`src/hdl/i2c_master_byte_engine_defines.svh`:
```
// Assertion macros shared by the I2C master byte engine modules.
// Depends on nothing; a module that asserts must have clk and rst_n in scope.
`ifndef I2C_MASTER_BYTE_ENGINE_DEFINES_SVH
`define I2C_MASTER_BYTE_ENGINE_DEFINES_SVH

// Checks a property on every rising clock edge outside reset.
`define I2CM_ASSERT(lbl, prop, msg) \
    lbl: assert property (@(posedge clk) disable iff (!rst_n) (prop)) else $error(msg);

// Checks that a condition never holds on a rising clock edge outside reset.
`define I2CM_NEVER(lbl, cond, msg) \
    lbl: assert property (@(posedge clk) disable iff (!rst_n) !(cond)) else $error(msg);

`endif

```
`src/hdl/i2cm_pkg.sv`:
```
// Shared types and constants of the I2C master byte engine.
// Used by the front stage, the request queue and the bus sequencer.
package i2cm_pkg;

    // Reset value of the phase length register.
    localparam logic [7:0] PHASE_RESET = 8'd30;

    // Request depth of the queue between front and back.
    localparam int QUEUE_DEPTH = 2;

    // Raw operation codes on the input stream.
    localparam logic [2:0] OP_NONE      = 3'd0;
    localparam logic [2:0] OP_START     = 3'd1;
    localparam logic [2:0] OP_STOP      = 3'd2;
    localparam logic [2:0] OP_WRITE     = 3'd3;
    localparam logic [2:0] OP_READ_ACK  = 3'd4;
    localparam logic [2:0] OP_READ_NACK = 3'd5;

    // Status codes reported with every result.
    localparam logic [1:0] STAT_OK      = 2'd0;
    localparam logic [1:0] STAT_NACK    = 2'd1;
    localparam logic [1:0] STAT_BUSY    = 2'd2;
    localparam logic [1:0] STAT_BUS_ERR = 2'd3;

    // Command class decided by the front stage.
    typedef enum logic [2:0] {
        CMD_NONE,
        CMD_START,
        CMD_STOP,
        CMD_WRITE,
        CMD_READ_ACK,
        CMD_READ_NACK
    } cmd_t;

    // Sequencer steps; each non-idle step holds the lines for one phase.
    typedef enum logic [4:0] {
        ST_IDLE,
        ST_START_A,
        ST_START_B,
        ST_START_C,
        ST_STOP_A,
        ST_STOP_B,
        ST_STOP_C,
        ST_STOP_D,
        ST_WR_LOW,
        ST_WR_DATA,
        ST_WR_HIGH,
        ST_AK_LOW,
        ST_AK_REL,
        ST_AK_HIGH,
        ST_AK_END,
        ST_RD_LOW,
        ST_RD_HIGH,
        ST_MA_LOW,
        ST_MA_DATA,
        ST_MA_HIGH,
        ST_MA_END
    } step_t;

    // One classified tick request as it travels through the queue.
    typedef struct packed {
        cmd_t       cmd;
        logic [7:0] write_data;
        logic       sda_level;
    } tick_req_t;

    // One result item, packed lowest field last so that bit 0 is scl_release.
    typedef struct packed {
        logic [7:0] read_data;
        logic [1:0] status;
        logic       done_res;
        logic       ready_res;
        logic       sda_release;
        logic       scl_release;
    } result_t;

    // Maps a raw operation code onto a command class; unknown codes map to CMD_NONE.
    function automatic cmd_t classify_op(input logic [2:0] op);
        cmd_t cmd;
        case (op)
            OP_START:     cmd = CMD_START;
            OP_STOP:      cmd = CMD_STOP;
            OP_WRITE:     cmd = CMD_WRITE;
            OP_READ_ACK:  cmd = CMD_READ_ACK;
            OP_READ_NACK: cmd = CMD_READ_NACK;
            default:      cmd = CMD_NONE;
        endcase
        return cmd;
    endfunction

endpackage

```
`src/hdl/i2cm_front.sv`:
```
// Front stage: accepts input ticks, classifies the operation and registers the request.
// Depends on i2cm_pkg.
module i2cm_front
    import i2cm_pkg::*;
(
    input  logic        clk,
    input  logic        rst_n,
    input  logic        s_axis_tvalid,
    output logic        s_axis_tready,
    input  logic [15:0] s_axis_tdata,  // [7:0] write_data, [8] sda_level, [15:9] zero
    input  logic [2:0]  s_axis_tuser,  // [2:0] operation
    output logic        req_valid,
    input  logic        req_ready,
    output tick_req_t   req_data
);

    logic      valid_reg;
    logic      valid_next;
    tick_req_t data_reg;
    tick_req_t data_next;

    // The stage takes a new request when it is empty or its request moves on.
    assign s_axis_tready = !valid_reg || req_ready;

    // Classify the incoming operation.
    always_comb
    begin
        valid_next = valid_reg;
        data_next  = data_reg;
        if (s_axis_tready)
        begin
            valid_next           = s_axis_tvalid;
            data_next.cmd        = classify_op(s_axis_tuser);
            data_next.write_data = s_axis_tdata[7:0];
            data_next.sda_level  = s_axis_tdata[8];
        end
    end

    // Control state is reset; the payload is not.
    always_ff @(posedge clk or negedge rst_n)
    begin
        if (!rst_n)
        begin
            valid_reg <= 1'b0;
        end
        else
        begin
            valid_reg <= valid_next;
        end
    end

    always_ff @(posedge clk)
    begin
        data_reg <= data_next;
    end

    assign req_valid = valid_reg;
    assign req_data  = data_reg;

endmodule

```
`src/hdl/i2cm_queue.sv`:
```
// Two-entry request queue that decouples the front stage from the sequencer.
// Depends on i2cm_pkg and the shared assertion macros.
`include "i2c_master_byte_engine_defines.svh"
module i2cm_queue
    import i2cm_pkg::*;
(
    input  logic      clk,
    input  logic      rst_n,
    input  logic      push_valid,
    output logic      push_ready,
    input  tick_req_t push_data,
    output logic      pop_valid,
    input  logic      pop_ready,
    output tick_req_t pop_data
);

    localparam int PTR_W = $clog2(QUEUE_DEPTH);
    localparam int CNT_W = $clog2(QUEUE_DEPTH + 1);

    tick_req_t              mem [QUEUE_DEPTH];
    logic [PTR_W-1:0]       wr_ptr_reg;
    logic [PTR_W-1:0]       wr_ptr_next;
    logic [PTR_W-1:0]       rd_ptr_reg;
    logic [PTR_W-1:0]       rd_ptr_next;
    logic [CNT_W-1:0]       count_reg;
    logic [CNT_W-1:0]       count_next;
    logic                   push;
    logic                   pop;

    assign push_ready = (count_reg != CNT_W'(QUEUE_DEPTH));
    assign pop_valid  = (count_reg != '0);
    assign push       = push_valid && push_ready;
    assign pop        = pop_valid && pop_ready;
    assign pop_data   = mem[rd_ptr_reg];

    // Pointer and fill count update.
    always_comb
    begin
        wr_ptr_next = wr_ptr_reg;
        rd_ptr_next = rd_ptr_reg;
        count_next  = count_reg;
        if (push)
        begin
            wr_ptr_next = (wr_ptr_reg == PTR_W'(QUEUE_DEPTH - 1)) ? '0 : wr_ptr_reg + 1'b1;
        end
        if (pop)
        begin
            rd_ptr_next = (rd_ptr_reg == PTR_W'(QUEUE_DEPTH - 1)) ? '0 : rd_ptr_reg + 1'b1;
        end
        if (push && !pop)
        begin
            count_next = count_reg + 1'b1;
        end
        else if (pop && !push)
        begin
            count_next = count_reg - 1'b1;
        end
    end

    always_ff @(posedge clk or negedge rst_n)
    begin
        if (!rst_n)
        begin
            wr_ptr_reg <= '0;
            rd_ptr_reg <= '0;
            count_reg  <= '0;
        end
        else
        begin
            wr_ptr_reg <= wr_ptr_next;
            rd_ptr_reg <= rd_ptr_next;
            count_reg  <= count_next;
        end
    end

    // Request storage.
    always_ff @(posedge clk)
    begin
        if (push)
        begin
            mem[wr_ptr_reg] <= push_data;
        end
    end

    // The fill count never runs past the depth, and pointers agree with it.
    `I2CM_NEVER(a_queue_overfill, count_reg > CNT_W'(QUEUE_DEPTH), "queue count above depth")
    `I2CM_ASSERT(a_queue_ptrs, (count_reg == '0) |-> (wr_ptr_reg == rd_ptr_reg),
                 "empty queue with unequal pointers")
    `I2CM_ASSERT(a_queue_full_ptrs,
                 (count_reg == CNT_W'(QUEUE_DEPTH)) |-> (wr_ptr_reg == rd_ptr_reg),
                 "full queue with unequal pointers")

endmodule

```
`src/hdl/i2cm_back.sv`:
```
// Bus sequencer: unless stalled, runs one tick request per cycle through the start,
// stop, write, read phases and registers the result. Depends on i2cm_pkg and macros.
`include "i2c_master_byte_engine_defines.svh"
module i2cm_back
    import i2cm_pkg::*;
(
    input  logic        clk,
    input  logic        rst_n,
    input  logic        cfg_wr_en,
    input  logic [7:0]  cfg_wr_data,
    input  logic        req_valid,
    output logic        req_ready,
    input  tick_req_t   req_data,
    output logic        m_axis_tvalid,
    input  logic        m_axis_tready,
    output logic [15:0] m_axis_tdata
);

    localparam int RES_W = $bits(result_t);

    logic [7:0] phase_reg;
    step_t      step_reg;
    step_t      step_next;
    logic [7:0] tick_reg;
    logic [7:0] tick_next;
    logic [3:0] bit_reg;
    logic [3:0] bit_next;
    logic [3:0] bit_inc;
    logic [7:0] shift_reg;
    logic [7:0] shift_next;
    logic       scl_reg;
    logic       scl_next;
    logic       sda_reg;
    logic       sda_next;
    logic       pend_nack_reg;
    logic       pend_nack_next;
    logic [1:0] status_reg;
    logic [1:0] status_next;
    logic [7:0] rdata_reg;
    logic [7:0] rdata_next;
    logic       done_now;
    logic       ready_now;
    logic       enter;
    logic [7:0] hold;
    logic       pop;
    logic       out_valid_reg;
    result_t    out_data_reg;
    result_t    result_next;

    // A request is taken whenever the output register is free or drains.
    assign req_ready = !out_valid_reg || m_axis_tready;
    assign pop       = req_valid && req_ready;
    assign ready_now = (step_reg == ST_IDLE);
    assign hold      = (phase_reg == '0) ? 8'd1 : phase_reg;
    assign bit_inc   = bit_reg + 4'd1;

    // Next state of the phase machine for one tick.
    always_comb
    begin
        step_next      = step_reg;
        tick_next      = tick_reg;
        bit_next       = bit_reg;
        shift_next     = shift_reg;
        scl_next       = scl_reg;
        sda_next       = sda_reg;
        pend_nack_next = pend_nack_reg;
        status_next    = status_reg;
        rdata_next     = rdata_reg;
        done_now       = 1'b0;
        enter          = 1'b0;
        if (pop)
        begin
            if (ready_now)
            begin
                // Idle: decode a new command.
                bit_next = '0;
                case (req_data.cmd)
                    CMD_START: step_next = ST_START_A;
                    CMD_STOP:  step_next = ST_STOP_A;
                    CMD_WRITE:
                    begin
                        shift_next = req_data.write_data;
                        step_next  = ST_WR_LOW;
                    end
                    CMD_READ_ACK, CMD_READ_NACK:
                    begin
                        pend_nack_next = (req_data.cmd == CMD_READ_NACK);
                        shift_next     = '0;
                        sda_next       = 1'b1;
                        step_next      = ST_RD_LOW;
                    end
                    default: step_next = ST_IDLE;
                endcase
                enter = (step_next != ST_IDLE);
            end
            else if (tick_reg > 8'd1)
            begin
                tick_next = tick_reg - 8'd1;
            end
            else
            begin
                // Last tick of a phase: sample the line and move on.
                case (step_reg)
                    ST_START_A:
                    begin
                        if (!req_data.sda_level)
                        begin
                            status_next = STAT_BUSY;
                            done_now    = 1'b1;
                            step_next   = ST_IDLE;
                        end
                        else
                        begin
                            step_next = ST_START_B;
                        end
                    end
                    ST_START_B:
                    begin
                        if (req_data.sda_level)
                        begin
                            status_next = STAT_BUS_ERR;
                            done_now    = 1'b1;
                            step_next   = ST_IDLE;
                        end
                        else
                        begin
                            step_next = ST_START_C;
                        end
                    end
                    ST_STOP_A:  step_next = ST_STOP_B;
                    ST_STOP_B:  step_next = ST_STOP_C;
                    ST_STOP_C:  step_next = ST_STOP_D;
                    ST_WR_LOW:  step_next = ST_WR_DATA;
                    ST_WR_DATA: step_next = ST_WR_HIGH;
                    ST_WR_HIGH:
                    begin
                        bit_next  = bit_inc;
                        step_next = (bit_inc < 4'd8) ? ST_WR_LOW : ST_AK_LOW;
                    end
                    ST_AK_LOW:  step_next = ST_AK_REL;
                    ST_AK_REL:  step_next = ST_AK_HIGH;
                    ST_AK_HIGH:
                    begin
                        status_next = req_data.sda_level ? STAT_NACK : STAT_OK;
                        step_next   = ST_AK_END;
                    end
                    ST_RD_LOW:  step_next = ST_RD_HIGH;
                    ST_RD_HIGH:
                    begin
                        shift_next = {shift_reg[6:0], req_data.sda_level};
                        bit_next   = bit_inc;
                        if (bit_inc < 4'd8)
                        begin
                            step_next = ST_RD_LOW;
                        end
                        else
                        begin
                            rdata_next = {shift_reg[6:0], req_data.sda_level};
                            step_next  = ST_MA_LOW;
                        end
                    end
                    ST_MA_LOW:  step_next = ST_MA_DATA;
                    ST_MA_DATA: step_next = ST_MA_HIGH;
                    ST_MA_HIGH: step_next = ST_MA_END;
                    ST_START_C, ST_STOP_D, ST_AK_END, ST_MA_END:
                    begin
                        status_next = STAT_OK;
                        done_now    = 1'b1;
                        step_next   = ST_IDLE;
                    end
                    default:
                    begin
                        done_now  = 1'b1;
                        step_next = ST_IDLE;
                    end
                endcase
                if (step_next == ST_IDLE)
                begin
                    tick_next = '0;
                end
                else
                begin
                    enter = 1'b1;
                end
            end

            // Entering a phase sets the lines and reloads the phase timer.
            if (enter)
            begin
                tick_next = hold;
                case (step_next)
                    ST_START_A:
                    begin
                        sda_next = 1'b1;
                        scl_next = 1'b1;
                    end
                    ST_START_B, ST_START_C, ST_STOP_B: sda_next = 1'b0;
                    ST_STOP_A, ST_WR_LOW, ST_AK_LOW, ST_AK_END, ST_RD_LOW,
                    ST_MA_LOW, ST_MA_END: scl_next = 1'b0;
                    ST_STOP_C, ST_WR_HIGH, ST_AK_HIGH, ST_RD_HIGH,
                    ST_MA_HIGH: scl_next = 1'b1;
                    ST_STOP_D, ST_AK_REL: sda_next = 1'b1;
                    ST_WR_DATA:
                    begin
                        sda_next   = shift_next[7];
                        shift_next = {shift_next[6:0], 1'b0};
                    end
                    ST_MA_DATA: sda_next = pend_nack_next;
                    default: sda_next = sda_next;
                endcase
            end
        end
    end

    // Result of the tick as seen after its state update.
    always_comb
    begin
        result_next.scl_release = scl_next;
        result_next.sda_release = sda_next;
        result_next.ready_res   = ready_now;
        result_next.done_res    = done_now;
        result_next.status      = status_next;
        result_next.read_data   = rdata_next;
    end

    // Sequencer state and configuration register.
    always_ff @(posedge clk or negedge rst_n)
    begin
        if (!rst_n)
        begin
            phase_reg     <= PHASE_RESET;
            step_reg      <= ST_IDLE;
            tick_reg      <= '0;
            bit_reg       <= '0;
            shift_reg     <= '0;
            scl_reg       <= 1'b1;
            sda_reg       <= 1'b1;
            pend_nack_reg <= 1'b0;
            status_reg    <= STAT_OK;
            rdata_reg     <= '0;
            out_valid_reg <= 1'b0;
        end
        else
        begin
            if (cfg_wr_en)
            begin
                phase_reg <= cfg_wr_data;
            end
            step_reg      <= step_next;
            tick_reg      <= tick_next;
            bit_reg       <= bit_next;
            shift_reg     <= shift_next;
            scl_reg       <= scl_next;
            sda_reg       <= sda_next;
            pend_nack_reg <= pend_nack_next;
            status_reg    <= status_next;
            rdata_reg     <= rdata_next;
            if (req_ready)
            begin
                out_valid_reg <= req_valid;
            end
        end
    end

    // Output payload register.
    always_ff @(posedge clk)
    begin
        if (pop)
        begin
            out_data_reg <= result_next;
        end
    end

    assign m_axis_tvalid = out_valid_reg;
    assign m_axis_tdata  = {(16 - RES_W)'(0), out_data_reg};

    // A finished command always leaves the sequencer idle.
    `I2CM_ASSERT(a_done_idles, (pop && done_now) |=> (step_reg == ST_IDLE),
                 "done without returning to idle")
    // A running phase always has time left on its timer.
    `I2CM_NEVER(a_tick_live, (step_reg != ST_IDLE) && (tick_reg == '0),
                "active phase with empty timer")
    // The bit counter never passes one byte.
    `I2CM_NEVER(a_bit_range, bit_reg > 4'd8, "bit counter beyond one byte")

endmodule

```
`src/hdl/i2c_master_byte_engine.sv`:
```
// I2C master byte engine: one input tick in, one result out, one tick per clock
// while the output is not stalled. An accepted tick passes through the front register,
// the queue and the sequencer output register to the output.
// Each bus phase lasts phase_ticks ticks (at least one); the phase timer sets SCL rate.
// Reset is asynchronous, active low: idle, both lines released, phase_ticks 30.
// Depends on i2cm_pkg, i2cm_front, i2cm_queue and i2cm_back.
module i2c_master_byte_engine
    import i2cm_pkg::*;
(
    input  logic        clk,
    input  logic        rst_n,
    input  logic        cfg_wr_en,
    input  logic [7:0]  cfg_wr_data,     // phase_ticks
    input  logic        s_axis_tvalid,
    output logic        s_axis_tready,
    input  logic [15:0] s_axis_tdata,    // [7:0] write_data, [8] sda_level, [15:9] zero
    input  logic [2:0]  s_axis_tuser,    // [2:0] operation
    output logic        m_axis_tvalid,
    input  logic        m_axis_tready,
    output logic [15:0] m_axis_tdata     // [0] scl_release, [1] sda_release, [2] ready_res,
                                         // [3] done_res, [5:4] status, [13:6] read_data
);

    logic      front_valid;
    logic      front_ready;
    tick_req_t front_data;
    logic      back_valid;
    logic      back_ready;
    tick_req_t back_data;

    // Accept and classify incoming ticks.
    i2cm_front u_front (
        .clk           (clk),
        .rst_n         (rst_n),
        .s_axis_tvalid (s_axis_tvalid),
        .s_axis_tready (s_axis_tready),
        .s_axis_tdata  (s_axis_tdata),
        .s_axis_tuser  (s_axis_tuser),
        .req_valid     (front_valid),
        .req_ready     (front_ready),
        .req_data      (front_data)
    );

    // Short queue between classification and bus sequencing.
    i2cm_queue u_queue (
        .clk        (clk),
        .rst_n      (rst_n),
        .push_valid (front_valid),
        .push_ready (front_ready),
        .push_data  (front_data),
        .pop_valid  (back_valid),
        .pop_ready  (back_ready),
        .pop_data   (back_data)
    );

    // Run the bus phases and register the results.
    i2cm_back u_back (
        .clk           (clk),
        .rst_n         (rst_n),
        .cfg_wr_en     (cfg_wr_en),
        .cfg_wr_data   (cfg_wr_data),
        .req_valid     (back_valid),
        .req_ready     (back_ready),
        .req_data      (back_data),
        .m_axis_tvalid (m_axis_tvalid),
        .m_axis_tready (m_axis_tready),
        .m_axis_tdata  (m_axis_tdata)
    );

endmodule
```
`config.mk`:
```
export PLATFORM = sky130hd
export DESIGN_NAME = i2c_master_byte_engine
export DESIGN_NICKNAME = d
export VERILOG_FILES = /design/src/hdl/i2cm_pkg.sv /design/src/hdl/i2cm_front.sv /design/src/hdl/i2cm_queue.sv /design/src/hdl/i2cm_back.sv /design/src/hdl/i2c_master_byte_engine.sv
export VERILOG_INCLUDE_DIRS = /design/src /design/src/hdl
export SDC_FILE = /design/constraint.sdc
export NUM_CORES = 1
export LEC_CHECK = 0
export ABC_AREA = 1
export ABC_CLOCK_PERIOD_IN_PS = 6000
export BUFFER_PORTS_ARGS = -buffer_cell sky130_fd_sc_hd__buf_2
export CAP_MARGIN = 20
export CORE_UTILIZATION = 60
export CTS_BUF_LIST = sky130_fd_sc_hd__clkbuf_4 sky130_fd_sc_hd__clkbuf_8
export DETAILED_ROUTE_END_ITERATION = 12
export PLACE_DENSITY = 0.81
export SKIP_CTS_REPAIR_TIMING = 1
export SLEW_MARGIN = 15
export SYNTH_ARGS = -nofsm -noshare
export SYNTH_HDL_FRONTEND = slang
export SYNTH_SLANG_ARGS = --single-unit
```
`constraint.sdc`:
```
create_clock -name clk -period 6 [get_ports clk]
set_input_delay 0 -clock clk [delete_from_list [all_inputs] [get_ports clk]]
set_output_delay 0 -clock clk [all_outputs]
set_load 0.01 [all_outputs]
```
==> results of run 1 <==
==> final cells by class <==
| type | count | area, µm² | area share (%) |
|---|---|---|---|
| clock buffers | 9 | 124 | 2.07 |
| clock inverters | 7 | 85.1 | 1.42 |
| repair buffers | 71 | 505 | 8.45 |
| flip-flops and latches | 102 | 2810 | 47.0 |
| inverters | 61 | 229 | 3.83 |
| multi-input cells | 404 | 2100 | 35.1 |
| well taps | 105 | 131 | 2.20 |
==> power by group through the flow <==
stage	Sequential (mW)	Clock [mW]	Combinational (mW)
2_1_floorplan	1.13	0	1.08
3_3_place_gp	1.16	0	1.29
3_5_place_dp	1.17	0	1.34
4_1_cts	1.15	0.450	1.35
5_1_grt	1.19	0.476	1.55
6_report	1.16	0.445	1.39
==> synthesized netlist by cell type, types with 7 or more instances <==
cell type                  count
sky130_fd_sc_hd__o21ai_0      48
sky130_fd_sc_hd__nand2_1     139
sky130_fd_sc_hd__inv_2         9
sky130_fd_sc_hd__dfrtp_1      46
sky130_fd_sc_hd__nor2_1       61
sky130_fd_sc_hd__o21ai_1       9
sky130_fd_sc_hd__edfxtp_1     50
sky130_fd_sc_hd__nand2_2       7
sky130_fd_sc_hd__a21oi_1      25
sky130_fd_sc_hd__inv_1        51
sky130_fd_sc_hd__nand3_1      33
sky130_fd_sc_hd__buf_4         7
==> stage by stage <==
| step | hold WS, ns | area (µm²) | cells |
|---|---|---|---|
| after floorplan | -0.296 | 5240 | 587 |
| after global placement | 0.168 | 5490 | 714 |
| after detailed placement | 0.170 | 5490 | 714 |
| after CTS | -0.236 | 5690 | 730 |
| after global routing | 0.00884 | 5980 | 759 |
| final | -0.0372 | 5980 | 759 |
==> critical path, cell delays in order, from the launching register on <==
cell and delay (ns):
sky130_fd_sc_hd__dfrtp_1 0.71, sky130_fd_sc_hd__inv_2 0.23, sky130_fd_sc_hd__nand2_1 0.10, sky130_fd_sc_hd__nand2_1 0.15
sky130_fd_sc_hd__inv_1 0.17, sky130_fd_sc_hd__nor2_1 0.06, sky130_fd_sc_hd__a31oi_1 0.27, sky130_fd_sc_hd__nand3_1 0.13
sky130_fd_sc_hd__nand2_1 0.12, sky130_fd_sc_hd__nand2_2 0.21, sky130_fd_sc_hd__nor2_4 0.28, sky130_fd_sc_hd__nor2_1 0.07
sky130_fd_sc_hd__nand2_1 0.07, sky130_fd_sc_hd__nand3_1 0.11
==> final timing paths <==
| kind | depth (start not counted) | from | slack, ns | to |
|---|---|---|---|---|
| setup / recovery | 13 | u_queue.rd_ptr_reg | 3.05 | u_back.m_axis_tdata[1] |
| min in group asynchronous | 3 | rst_n | 0.33 | u_back.shift_reg[7] |
| max in group asynchronous | 3 | rst_n | 5.18 | u_back.tick_reg[0] |
| setup reg to reg | 13 | u_queue.rd_ptr_reg | 3.05 | u_back.m_axis_tdata[1] |
| hold reg to reg | 0 | u_front.req_data[8] | 0.46 | u_queue.mem[0][8] |
| hold / removal | 2 | cfg_wr_en | -0.04 | u_back.phase_reg[1] |
==> layer usage <==
metal	GRT usage (%)	vias to the layer above	routed length, µm
li1	-	2075	-
met1	31.5	2020	4680
met2	40.8	171	5440
met3	4.94	21	629
met4	11.1	0	204
met5	0	-	0
==> kinds of logic after synthesis <==
group | count (synthesis) | synth area share (%)
AOI/OAI and AO/OA | 112 | 12.5
other | 1 | 0.0716
xor gates and xnor gates | 7 | 1.17
DFF | 102 | 53.6
adders and majority gates | 4 | 0.955
and+or+nand+nor | 275 | 24.2
muxes | 4 | 0.860
buffers and inverters | 81 | 6.59
==> results.rst, run 1 <==
.. list-table::
   :header-rows: 1

   * - Metric
     - Value
   * - Final hold violation count
     - 2
   * - Leading area contributor after synthesis
     - sky130_fd_sc_hd__edfxtp_1
   * - Initial DRC Count
     - 290
   * - Sum of negative setup slack
     - 0 ns
   * - Vias per cell
     - 5.65
   * - X dimension of the die
     - 95.5 µm
   * - Endpoint class of the critical path
     - flip-flop
   * - Run status
     - finished, violations left
   * - EDFF count, synth
     - 50
   * - Core occupancy in the finished layout
     - 71.8%
   * - Number of sinks on the clock net
     - 102
   * - Count of input and output buffers
     - 40
   * - Leading cell types in the layout, fill and taps excluded
     - sky130_fd_sc_hd__nand2_1 (139), sky130_fd_sc_hd__nor2_1 (61), sky130_fd_sc_hd__inv_1 (51)
   * - Achievable frequency
     - 0.340 GHz
   * - Number of flip-flops in the largest register
     - 24
   * - Avg Synthesized Cell Area
     - 8.94 µm²
   * - Number of clock buffers inserted by TritonCTS
     - 9
   * - Synth Instances
     - 586
   * - Internal portion of total power
     - 1.65 mW
   * - Floorplan row count
     - 33
   * - Number of nets in the finished design
     - 685
   * - Actual transition at the worst max-transition pin
     - 1.03 ns
   * - Total gr overflow
     - 0
   * - Type of the worst setup path
     - reg -> reg
   * - Total Die Area
     - 9110 µm²
   * - CTS Root Cell
     - sky130_fd_sc_hd__clkbuf_8
   * - Final Max Slew Viols
     - 0
   * - Worst-path fanout max
     - 17
   * - Unique masters post-synth
     - 48
   * - Peak supply drop
     - 315 µV
   * - Leakage power figure
     - 2.66 nW
   * - Share of synthesized area occupied by flip-flops and latches
     - 53.6%
   * - Share of power burned in combinational logic
     - 46.4%
   * - Share of total power in the clock network
     - 14.9%
   * - Most common cell after layout, fill and taps aside
     - sky130_fd_sc_hd__nand2_1
   * - Global-route wire length before repair
     - 17200 µm
   * - Signed area change from the synthesized netlist to the final layout
     - 14.2%
   * - Final worst clock skew
     - 0.00713 ns
   * - Reg with most FFs
     - u_queue.mem
   * - Count of unresolved DRC violations after routing
     - 0
   * - Number of levels in the clock H-tree
     - 3
   * - Max-cap check violation count
     - 0
   * - Area of the core region
     - 8340 µm²
   * - Effective utilization at floorplan
     - 62.8%
   * - Switching share of power
     - 44.9%
   * - Number of antenna cells inserted
     - 0
   * - Largest cells by area after synthesis
     - sky130_fd_sc_hd__edfxtp_1 (29%), sky130_fd_sc_hd__dfrtp_1 (22%), sky130_fd_sc_hd__nand2_1 (10%)
   * - Skew-Pair Late Insertion Delay
     - 0.36 ns
   * - Post-synthesis async set-or-reset flop share
     - 51.0%
   * - Height of the chip
     - 95.5 µm
   * - Global placer's final weighted congestion
     - 0.913
   * - Clock tree from TritonCTS
     - built
   * - Share of power burned in registers
     - 38.7%
   * - Yosys warning count
     - 0
   * - Shortest clock period the worst path allows after layout
     - 2.95 ns
   * - Drt wl/cell
     - 14.4 µm
   * - Synthesized flop and latch total
     - 102
   * - Violated checks
     - negative hold slack
   * - Post-route worst setup slack
     - 3.05 ns
   * - Minimum setup slack after placement
     - 3.04 ns
   * - Post-detail-place hpwl
     - 7230 µm
   * - Pwr Density
     - 500 nW/µm²
   * - First-pass iteration count of the detailed router
     - 6
   * - Kind of launch point of the worst setup path
     - flip-flop
   * - Count of fill cells added during filler insertion
     - 613
   * - Via count of the first global-routing pass
     - 3889
   * - Via count
     - 4287
   * - WHS
     - -0.0372 ns
   * - Post-synth design cell area
     - 5240 µm²
   * - Total Routing Usage GR
     - 24.7%
   * - Antenna violations before repair
     - 0
   * - Setup Viol. Count Final
     - 0
   * - Unrepaired setup endpoints after global routing
     - false
   * - Largest net degree at the start of global routing
     - 53
   * - Required time worst endpoint
     - 6.11 ns
   * - Largest buffer count on any clock path
     - 2
   * - Net Sw Power
     - 1.34 mW
   * - Critical path arrival
     - 3.05 ns
   * - Commonest register cell after synthesis
     - sky130_fd_sc_hd__edfxtp_1
   * - Clock slew at the register clock pins of the worst setup and hold paths
     - 0.10 ns
   * - Worst hold-check path type
     - in -> reg
   * - Post-DRT Antenna Nets
     - 0
   * - Layout cell share with drive strength beyond 1
     - 17.0%
   * - Aggregate routed wire length
     - 11000 µm
   * - Worst slew slack as a fraction of its limit
     - 31.1%
   * - Share of the clock period used by the worst path after layout
     - 49.1%
   * - I/O pins
     - 50
   * - Total chip power
     - 2.99 mW
   * - Top cell type's share of synthesized area
     - 28.7%
(Power assumes the default switching activity.)
==> run 2, diff against run 1 <==
--- a/config.mk
+++ b/config.mk
@@ -6,14 +6,14 @@
 export SDC_FILE = /design/constraint.sdc
 export NUM_CORES = 1
 export LEC_CHECK = 0
-export ABC_AREA = 1
-export ABC_CLOCK_PERIOD_IN_PS = 6000
+export ABC_AREA = 0
+export ABC_CLOCK_PERIOD_IN_PS = 2420
 export BUFFER_PORTS_ARGS = -buffer_cell sky130_fd_sc_hd__buf_2
 export CAP_MARGIN = 20
-export CORE_UTILIZATION = 60
+export CORE_UTILIZATION = 56
 export CTS_BUF_LIST = sky130_fd_sc_hd__clkbuf_4 sky130_fd_sc_hd__clkbuf_8
 export DETAILED_ROUTE_END_ITERATION = 12
-export PLACE_DENSITY = 0.81
+export PLACE_DENSITY = 0.79
 export SKIP_CTS_REPAIR_TIMING = 1
 export SLEW_MARGIN = 15
 export SYNTH_ARGS = -nofsm -noshare
==> constraint.sdc (replaced) <==
create_clock -name clk -period 2.42 [get_ports clk]
set_input_delay 0 -clock clk [delete_from_list [all_inputs] [get_ports clk]]
set_output_delay 0 -clock clk [all_outputs]
set_load 0.01 [all_outputs]
==> results.rst, run 2 <==
.. list-table::
   :header-rows: 1

   * - Metric
     - Value
   * - Run status
     - finished, violations left
   * - Violated checks
     - negative setup slack
   * - Final hold violation count
     - 0
   * - Via count of the first global-routing pass
     - 4192
   * - Final Max Slew Viols
     - 0
   * - Number of nets in the finished design
     - 652
   * - Clock tree from TritonCTS
     - built
   * - Floorplan row count
     - 34
   * - WHS
     - 0.000394 ns
   * - Drt wl/cell
     - 18.6 µm
   * - EDFF count, synth
     - 50
   * - Crit path buf inv count
     - 2
   * - Synthesized-area fraction occupied by xor and xnor cells
     - 1.18%
   * - Unique masters post-synth
     - 76
   * - Critical path arrival
     - 3.04 ns
   * - Total gr overflow
     - 0
   * - Total placed cells including tap cells
     - 683
   * - Skew-Pair Late Insertion Delay
     - 0.36 ns
   * - Largest cells by area after synthesis
     - sky130_fd_sc_hd__edfxtp_1 (29%), sky130_fd_sc_hd__dfrtp_1 (22%), sky130_fd_sc_hd__o21ai_0 (4.7%)
   * - Post-DRT Antenna Nets
     - 0
   * - Most common cell after layout, fill and taps aside
     - sky130_fd_sc_hd__buf_4
   * - Commonest register cell after synthesis
     - sky130_fd_sc_hd__edfxtp_1
   * - Final worst clock skew
     - 0.00969 ns
   * - Aggregate routed wire length
     - 13600 µm
   * - Series of cell instances along the critical path
     - nor4_4 > buf_4 > o211ai_4 > buf_6 > o22ai_4 > o32ai_1 > or3_1 > or4_4 > a31oi_4 > a211oi_2 > nor2_1
   * - Largest net degree at the start of global routing
     - 24
   * - Largest buffer count on any clock path
     - 2
   * - Number of levels in the clock H-tree
     - 3
   * - Required time worst endpoint
     - 2.62 ns
   * - I/O pins
     - 50
   * - Count of fill cells added during filler insertion
     - 544
   * - Peak supply drop
     - 727 µV
   * - Shortest clock period the worst path allows after layout
     - 2.84 ns
   * - Count of unresolved DRC violations after routing
     - 0
   * - Global placer's final weighted congestion
     - 0.894
   * - Global-route wire length before repair
     - 19600 µm
   * - Share of synthesized area occupied by flip-flops and latches
     - 53.9%
   * - Library cell with the highest instance count after synthesis
     - sky130_fd_sc_hd__edfxtp_1
   * - Number of antenna cells inserted
     - 0
   * - Avg Synthesized Cell Area
     - 11.2 µm²
   * - Worst slew slack as a fraction of its limit
     - 54.8%
   * - Compound-Gate Fraction of Synth Area
     - 19.1%
   * - Height of the chip
     - 98.5 µm
   * - Total Die Area
     - 9700 µm²
   * - X dimension of the die
     - 98.5 µm
   * - Post-synthesis async set-or-reset flop share
     - 51.0%
   * - Yosys warning count
     - 0
   * - Synthesized flop and latch total
     - 102
   * - Largest family of logic cells by synthesized area
     - compound AO/OA/AOI/OAI gates
   * - Post-detail-place hpwl
     - 8860 µm
   * - Pwr Density
     - 1250 nW/µm²
   * - Layout cell share with drive strength beyond 1
     - 37.5%
   * - Antenna violations before repair
     - 0
   * - Top cell type's share of synthesized area
     - 28.8%
   * - Post-route worst setup slack
     - -0.421 ns
   * - Max-cap check violation count
     - 0
   * - Setup Viol. Count Final
     - 35
   * - Number of clock buffers inserted by TritonCTS
     - 9
   * - Vias per cell
     - 6.16
   * - Crit-path max cell delay
     - 0.45 ns
   * - Synth Instances
     - 466
   * - Effective utilization at floorplan
     - 58.9%
   * - Leading area contributor after synthesis
     - sky130_fd_sc_hd__edfxtp_1
   * - Final standard cell count with taps included and fillers excluded
     - 729
   * - Share of the clock period used by the worst path after layout
     - 117%
   * - Count of input and output buffers
     - 40
   * - Number of flip-flops in the largest register
     - 24
   * - Minimum setup slack after placement
     - -0.383 ns
   * - Kind of launch point of the worst setup path
     - flip-flop
   * - Initial DRC Count
     - 225
   * - Worst-path cell with the longest stage delay
     - sky130_fd_sc_hd__or4_4
   * - Via count
     - 4492
   * - Share of synthesized area spent on multiplexers
     - 6.36%
   * - Most used standard cells in the synthesized netlist
     - sky130_fd_sc_hd__edfxtp_1 (50), sky130_fd_sc_hd__o21ai_0 (49), sky130_fd_sc_hd__dfrtp_1 (46)
   * - Clock slew at the register clock pins of the worst setup and hold paths
     - 0.10 ns
   * - Total Routing Usage GR
     - 25.8%
   * - Reg with most FFs
     - u_queue.mem
   * - Leading cell types in the layout, fill and taps excluded
     - sky130_fd_sc_hd__buf_4 (94), sky130_fd_sc_hd__edfxtp_1 (50), sky130_fd_sc_hd__o21ai_0 (46)
   * - CTS Root Cell
     - sky130_fd_sc_hd__clkbuf_8
   * - Signed area change from the synthesized netlist to the final layout
     - 30.4%
   * - Adder-cell share of the synthesized area
     - 0.960%
   * - Post-synth design cell area
     - 5210 µm²
   * - Number of sinks on the clock net
     - 102
   * - Area of the core region
     - 8850 µm²
   * - Worst-path fanout max
     - 6
   * - Leakage power figure
     - 2.83 nW
   * - Actual transition at the worst max-transition pin
     - 0.678 ns
   * - Unrepaired setup endpoints after global routing
     - true
   * - Total chip power
     - 8.49 mW
   * - First-pass iteration count of the detailed router
     - 7
   * - Worst hold-check path type
     - in -> reg
   * - Worst path top cell family by delay
     - simple AND/OR/NAND/NOR gates
   * - Type of the worst setup path
     - reg -> reg
   * - Endpoint class of the critical path
     - flip-flop
   * - Achievable frequency
     - 0.352 GHz
   * - Simple-gate portion of the synthesized area
     - 15.1%
-- run 2: layout make-up --
cell class | count | area, µm² | area share [%]
flip-flops and latches | 102 | 2810 | 41.4
multi-input cells | 332 | 2450 | 36.0
repair buffers | 160 | 1170 | 17.2
well taps | 108 | 135 | 1.99
clock buffers | 9 | 124 | 1.82
clock inverters | 7 | 65.1 | 0.958
inverters | 11 | 41.3 | 0.608
-- run 2: path summary, 6_finish.rpt --
kind	start	endpoint	slack [ns]	cells after the start
worst min register to register	u_front.req_data[7]	u_queue.mem[0][7]	0.45	0
min in group asynchronous	rst_n	u_back.tick_reg[7]	0.18	2
worst min-delay path	s_axis_tuser[0]	u_front.req_data[9]	0.0004	2
worst max-delay path	u_back.tick_reg[3]	u_back.m_axis_tdata[1]	-0.42	11
max in group asynchronous	rst_n	u_back.phase_reg[3]	1.50	3
worst max register to register	u_back.tick_reg[3]	u_back.m_axis_tdata[1]	-0.42	11
-- run 2: where the power goes --
group	internal (mW)	switching [mW]
Clock	0.396	0.630
Sequential	2.47	0.393
Combinational	2.07	2.53
Total	4.94	3.56
-- run 2: stage by stage --
stage / cell area [µm²] / util [%] / setup TNS, ns
after floorplan: 5220 / - / -0.0873
after global placement: 6100 / 69.0 / -3.39
after detailed placement: 6100 / 69.0 / -5.32
after CTS: 6290 / 71.1 / -6.14
after global routing: 6790 / 76.8 / -7.91
final: 6790 / 76.8 / -5.33
-- run 2: routing by layer --
layer / GRT usage (%) / wire length [µm] / share of wire (%)
met2: 42.8 / 6660 / 49
met4: 9.18 / 436 / 3.2
met1: 34.2 / 5680 / 42
met5: 0 / 0 / 0
met3: 4.75 / 797 / 5.9
-- run 2: kinds of logic after synthesis --
group | after synthesis
simple gates | 145
compound gates | 143
flops | 102
buf+inv | 34
mux | 30
xor+xnor | 7
fa+ha+maj | 4
other cells | 1
==> run 3, diff against run 2 <==
--- a/config.mk
+++ b/config.mk
@@ -10,10 +10,9 @@
 export ABC_CLOCK_PERIOD_IN_PS = 2420
 export BUFFER_PORTS_ARGS = -buffer_cell sky130_fd_sc_hd__buf_2
 export CAP_MARGIN = 20
-export CORE_UTILIZATION = 56
+export CORE_UTILIZATION = 30
 export CTS_BUF_LIST = sky130_fd_sc_hd__clkbuf_4 sky130_fd_sc_hd__clkbuf_8
 export DETAILED_ROUTE_END_ITERATION = 12
-export PLACE_DENSITY = 0.79
 export SKIP_CTS_REPAIR_TIMING = 1
 export SLEW_MARGIN = 15
 export SYNTH_ARGS = -nofsm -noshare
==> results.rst, run 3 (same netlist as run 2, synthesis figures left out) <==
.. list-table::
   :header-rows: 1

   * - Metric
     - Value
   * - Count of input and output buffers
     - 40
   * - Run status
     - finished, violations left
   * - Number of levels in the clock H-tree
     - 3
   * - Number of sinks on the clock net
     - 102
   * - Kind of launch point of the worst setup path
     - flip-flop
   * - Required time worst endpoint
     - 2.65 ns
   * - Worst slew slack as a fraction of its limit
     - 57.8%
   * - Global-route wire length before repair
     - 21200 µm
   * - Via count
     - 4320
   * - I/O pins
     - 50
   * - First-pass iteration count of the detailed router
     - 4
   * - Skew-Pair Late Insertion Delay
     - 0.39 ns
   * - Total Routing Usage GR
     - 15.1%
   * - Critical path arrival
     - 3.01 ns
   * - Drt wl/cell
     - 15.9 µm
   * - Worst hold-check path type
     - in -> reg
   * - Antenna violations before repair
     - 0
   * - Achievable frequency
     - 0.360 GHz
   * - Violated checks
     - negative setup slack
   * - Worst-path fanout max
     - 4
   * - Reg with most FFs
     - u_queue.mem
   * - Post-detail-place hpwl
     - 9630 µm
   * - X dimension of the die
     - 134 µm
   * - Height of the chip
     - 134 µm
   * - Layout cell share with drive strength beyond 1
     - 41.4%
   * - Final worst clock skew
     - 0.0105 ns
   * - Aggregate routed wire length
     - 13600 µm
   * - Number of clock buffers inserted by TritonCTS
     - 9
   * - Area of the core region
     - 16800 µm²
   * - Initial DRC Count
     - 200
   * - Clock slew at the register clock pins of the worst setup and hold paths
     - 0.11 ns
   * - Largest net degree at the start of global routing
     - 24
   * - Pwr Density
     - 1220 nW/µm²
   * - Share of the clock period used by the worst path after layout
     - 115%
   * - Leading cell types in the layout, fill and taps excluded
     - sky130_fd_sc_hd__buf_4 (108), sky130_fd_sc_hd__edfxtp_1 (50), sky130_fd_sc_hd__dfrtp_1 (44)
   * - Endpoint class of the critical path
     - flip-flop
   * - Clock tree from TritonCTS
     - built
   * - Total Die Area
     - 17900 µm²
   * - Peak supply drop
     - 438 µV
   * - Post-route worst setup slack
     - -0.360 ns
   * - Largest buffer count on any clock path
     - 2
   * - Via count of the first global-routing pass
     - 4181
   * - Count of fill cells added during filler insertion
     - 1587
   * - Total area of multi-input combinational cells
     - 2520 µm²
   * - Leakage power figure
     - 2.95 nW
   * - Total chip power
     - 8.77 mW
   * - Total gr overflow
     - 0
   * - CTS Root Cell
     - sky130_fd_sc_hd__clkbuf_8
   * - Final Max Slew Viols
     - 0
   * - Global placer's final weighted congestion
     - 0.915
   * - Count of unresolved DRC violations after routing
     - 0
   * - Core occupancy in the finished layout
     - 42.8%
   * - Most common cell after layout, fill and taps aside
     - sky130_fd_sc_hd__buf_4
   * - Post-DRT Antenna Nets
     - 0
   * - Number of nets in the finished design
     - 671
   * - Setup Viol. Count Final
     - 18
   * - Vias per cell
     - 5.02
   * - Sequential cell area
     - 2810 µm²
   * - Unrepaired setup endpoints after global routing
     - true
   * - Effective utilization at floorplan
     - 31.1%
   * - Type of the worst setup path
     - reg -> reg
   * - Max-cap check violation count
     - 0
   * - Number of flip-flops in the largest register
     - 24
   * - Signed area change from the synthesized netlist to the final layout
     - 37.6%
   * - Final hold violation count
     - 0
   * - Actual transition at the worst max-transition pin
     - 0.631 ns
   * - Number of antenna cells inserted
     - 0
   * - Floorplan row count
     - 47
   * - Shortest clock period the worst path allows after layout
     - 2.78 ns
==> run 3: cell count changes in the layout (fill, tap and decap cells not counted), moves of 3 or more <==
cell / delta
sky130_fd_sc_hd__nor3_1: -3
sky130_fd_sc_hd__o21ai_0: -3
sky130_fd_sc_hd__buf_4: +14
sky130_fd_sc_hd__o21ai_1: +3
sky130_fd_sc_hd__buf_6: +4
==> run 3: stage by stage <==
| step | hold WS (ns) | setup slack (ns) | std cells | cell area (µm²) | setup TNS, ns |
|---|---|---|---|---|---|
| 6_report | 0.0148 | -0.360 | 860 | 7170 | -1.90 |
| 3_3_place_gp | 0.00346 | -0.307 | 802 | 6300 | -3.56 |
| 5_1_grt | 0.00856 | -0.414 | 860 | 7170 | -3.36 |
| 3_5_place_dp | 0.0137 | -0.388 | 802 | 6300 | -4.22 |
| 4_1_cts | -0.422 | -0.427 | 818 | 6490 | -5.05 |
| 2_1_floorplan | -0.296 | -0.0861 | 467 | 5220 | -0.0873 |
==> run 3: report_power, final <==
part           leakage [nW]  switching (mW)  total [mW]  internal (mW)
logic                  1.73            2.57        4.89           2.32
clock network        0.0953           0.657        1.06          0.399
registers              1.12           0.365        2.83           2.47
total                  2.95            3.59        8.77           5.18
==> run 3: per-layer routing <==
| layer | track usage, % | routed length (µm) | vias up |
|---|---|---|---|
| met5 | 0 | 0 | - |
| met2 | 24.5 | 6510 | 113 |
| met1 | 20.2 | 6190 | 2086 |
| met4 | 6.57 | 328 | 0 |
| li1 | - | - | 2100 |
| met3 | 1.81 | 618 | 21 |
==> run 3: worst paths after layout <==
path	start	endpoint	slack [ns]	depth (start not counted)
worst max-delay path	u_back.step_reg[1]	u_back.m_axis_tdata[1]	-0.36	10
worst min-delay path	cfg_wr_en	u_back.phase_reg[4]	0.01	2
worst max register to register	u_back.step_reg[1]	u_back.m_axis_tdata[1]	-0.36	10
worst min register to register	u_front.req_data[8]	u_queue.mem[0][8]	0.45	0
max in group asynchronous	rst_n	u_back.step_reg[3]	1.60	3
min in group asynchronous	rst_n	u_back.pend_nack_reg	0.12	2
==> run 3: layout make-up <==
cell class / count / share of cell area [%]
Clock buffer: 9 / 1.73
Clock inverter: 7 / 0.924
Sequential cell: 102 / 39.2
Tap cell: 220 / 3.84
Timing Repair Buffer: 179 / 18.5
Multi-Input combinational cell: 332 / 35.2
Inverter: 11 / 0.576
==> run 3: worst max-delay path, stage by stage (launching register included) <==
cell,delay [ns]
sky130_fd_sc_hd__dfrtp_1,0.47
sky130_fd_sc_hd__buf_4,0.17
sky130_fd_sc_hd__and2_1,0.17
sky130_fd_sc_hd__a22oi_1,0.44
sky130_fd_sc_hd__a221o_1,0.32
sky130_fd_sc_hd__buf_4,0.13
sky130_fd_sc_hd__a211oi_2,0.07
sky130_fd_sc_hd__or4b_4,0.47
sky130_fd_sc_hd__a31oi_1,0.17
sky130_fd_sc_hd__a211oi_1,0.06
sky130_fd_sc_hd__nor2_1,0.16
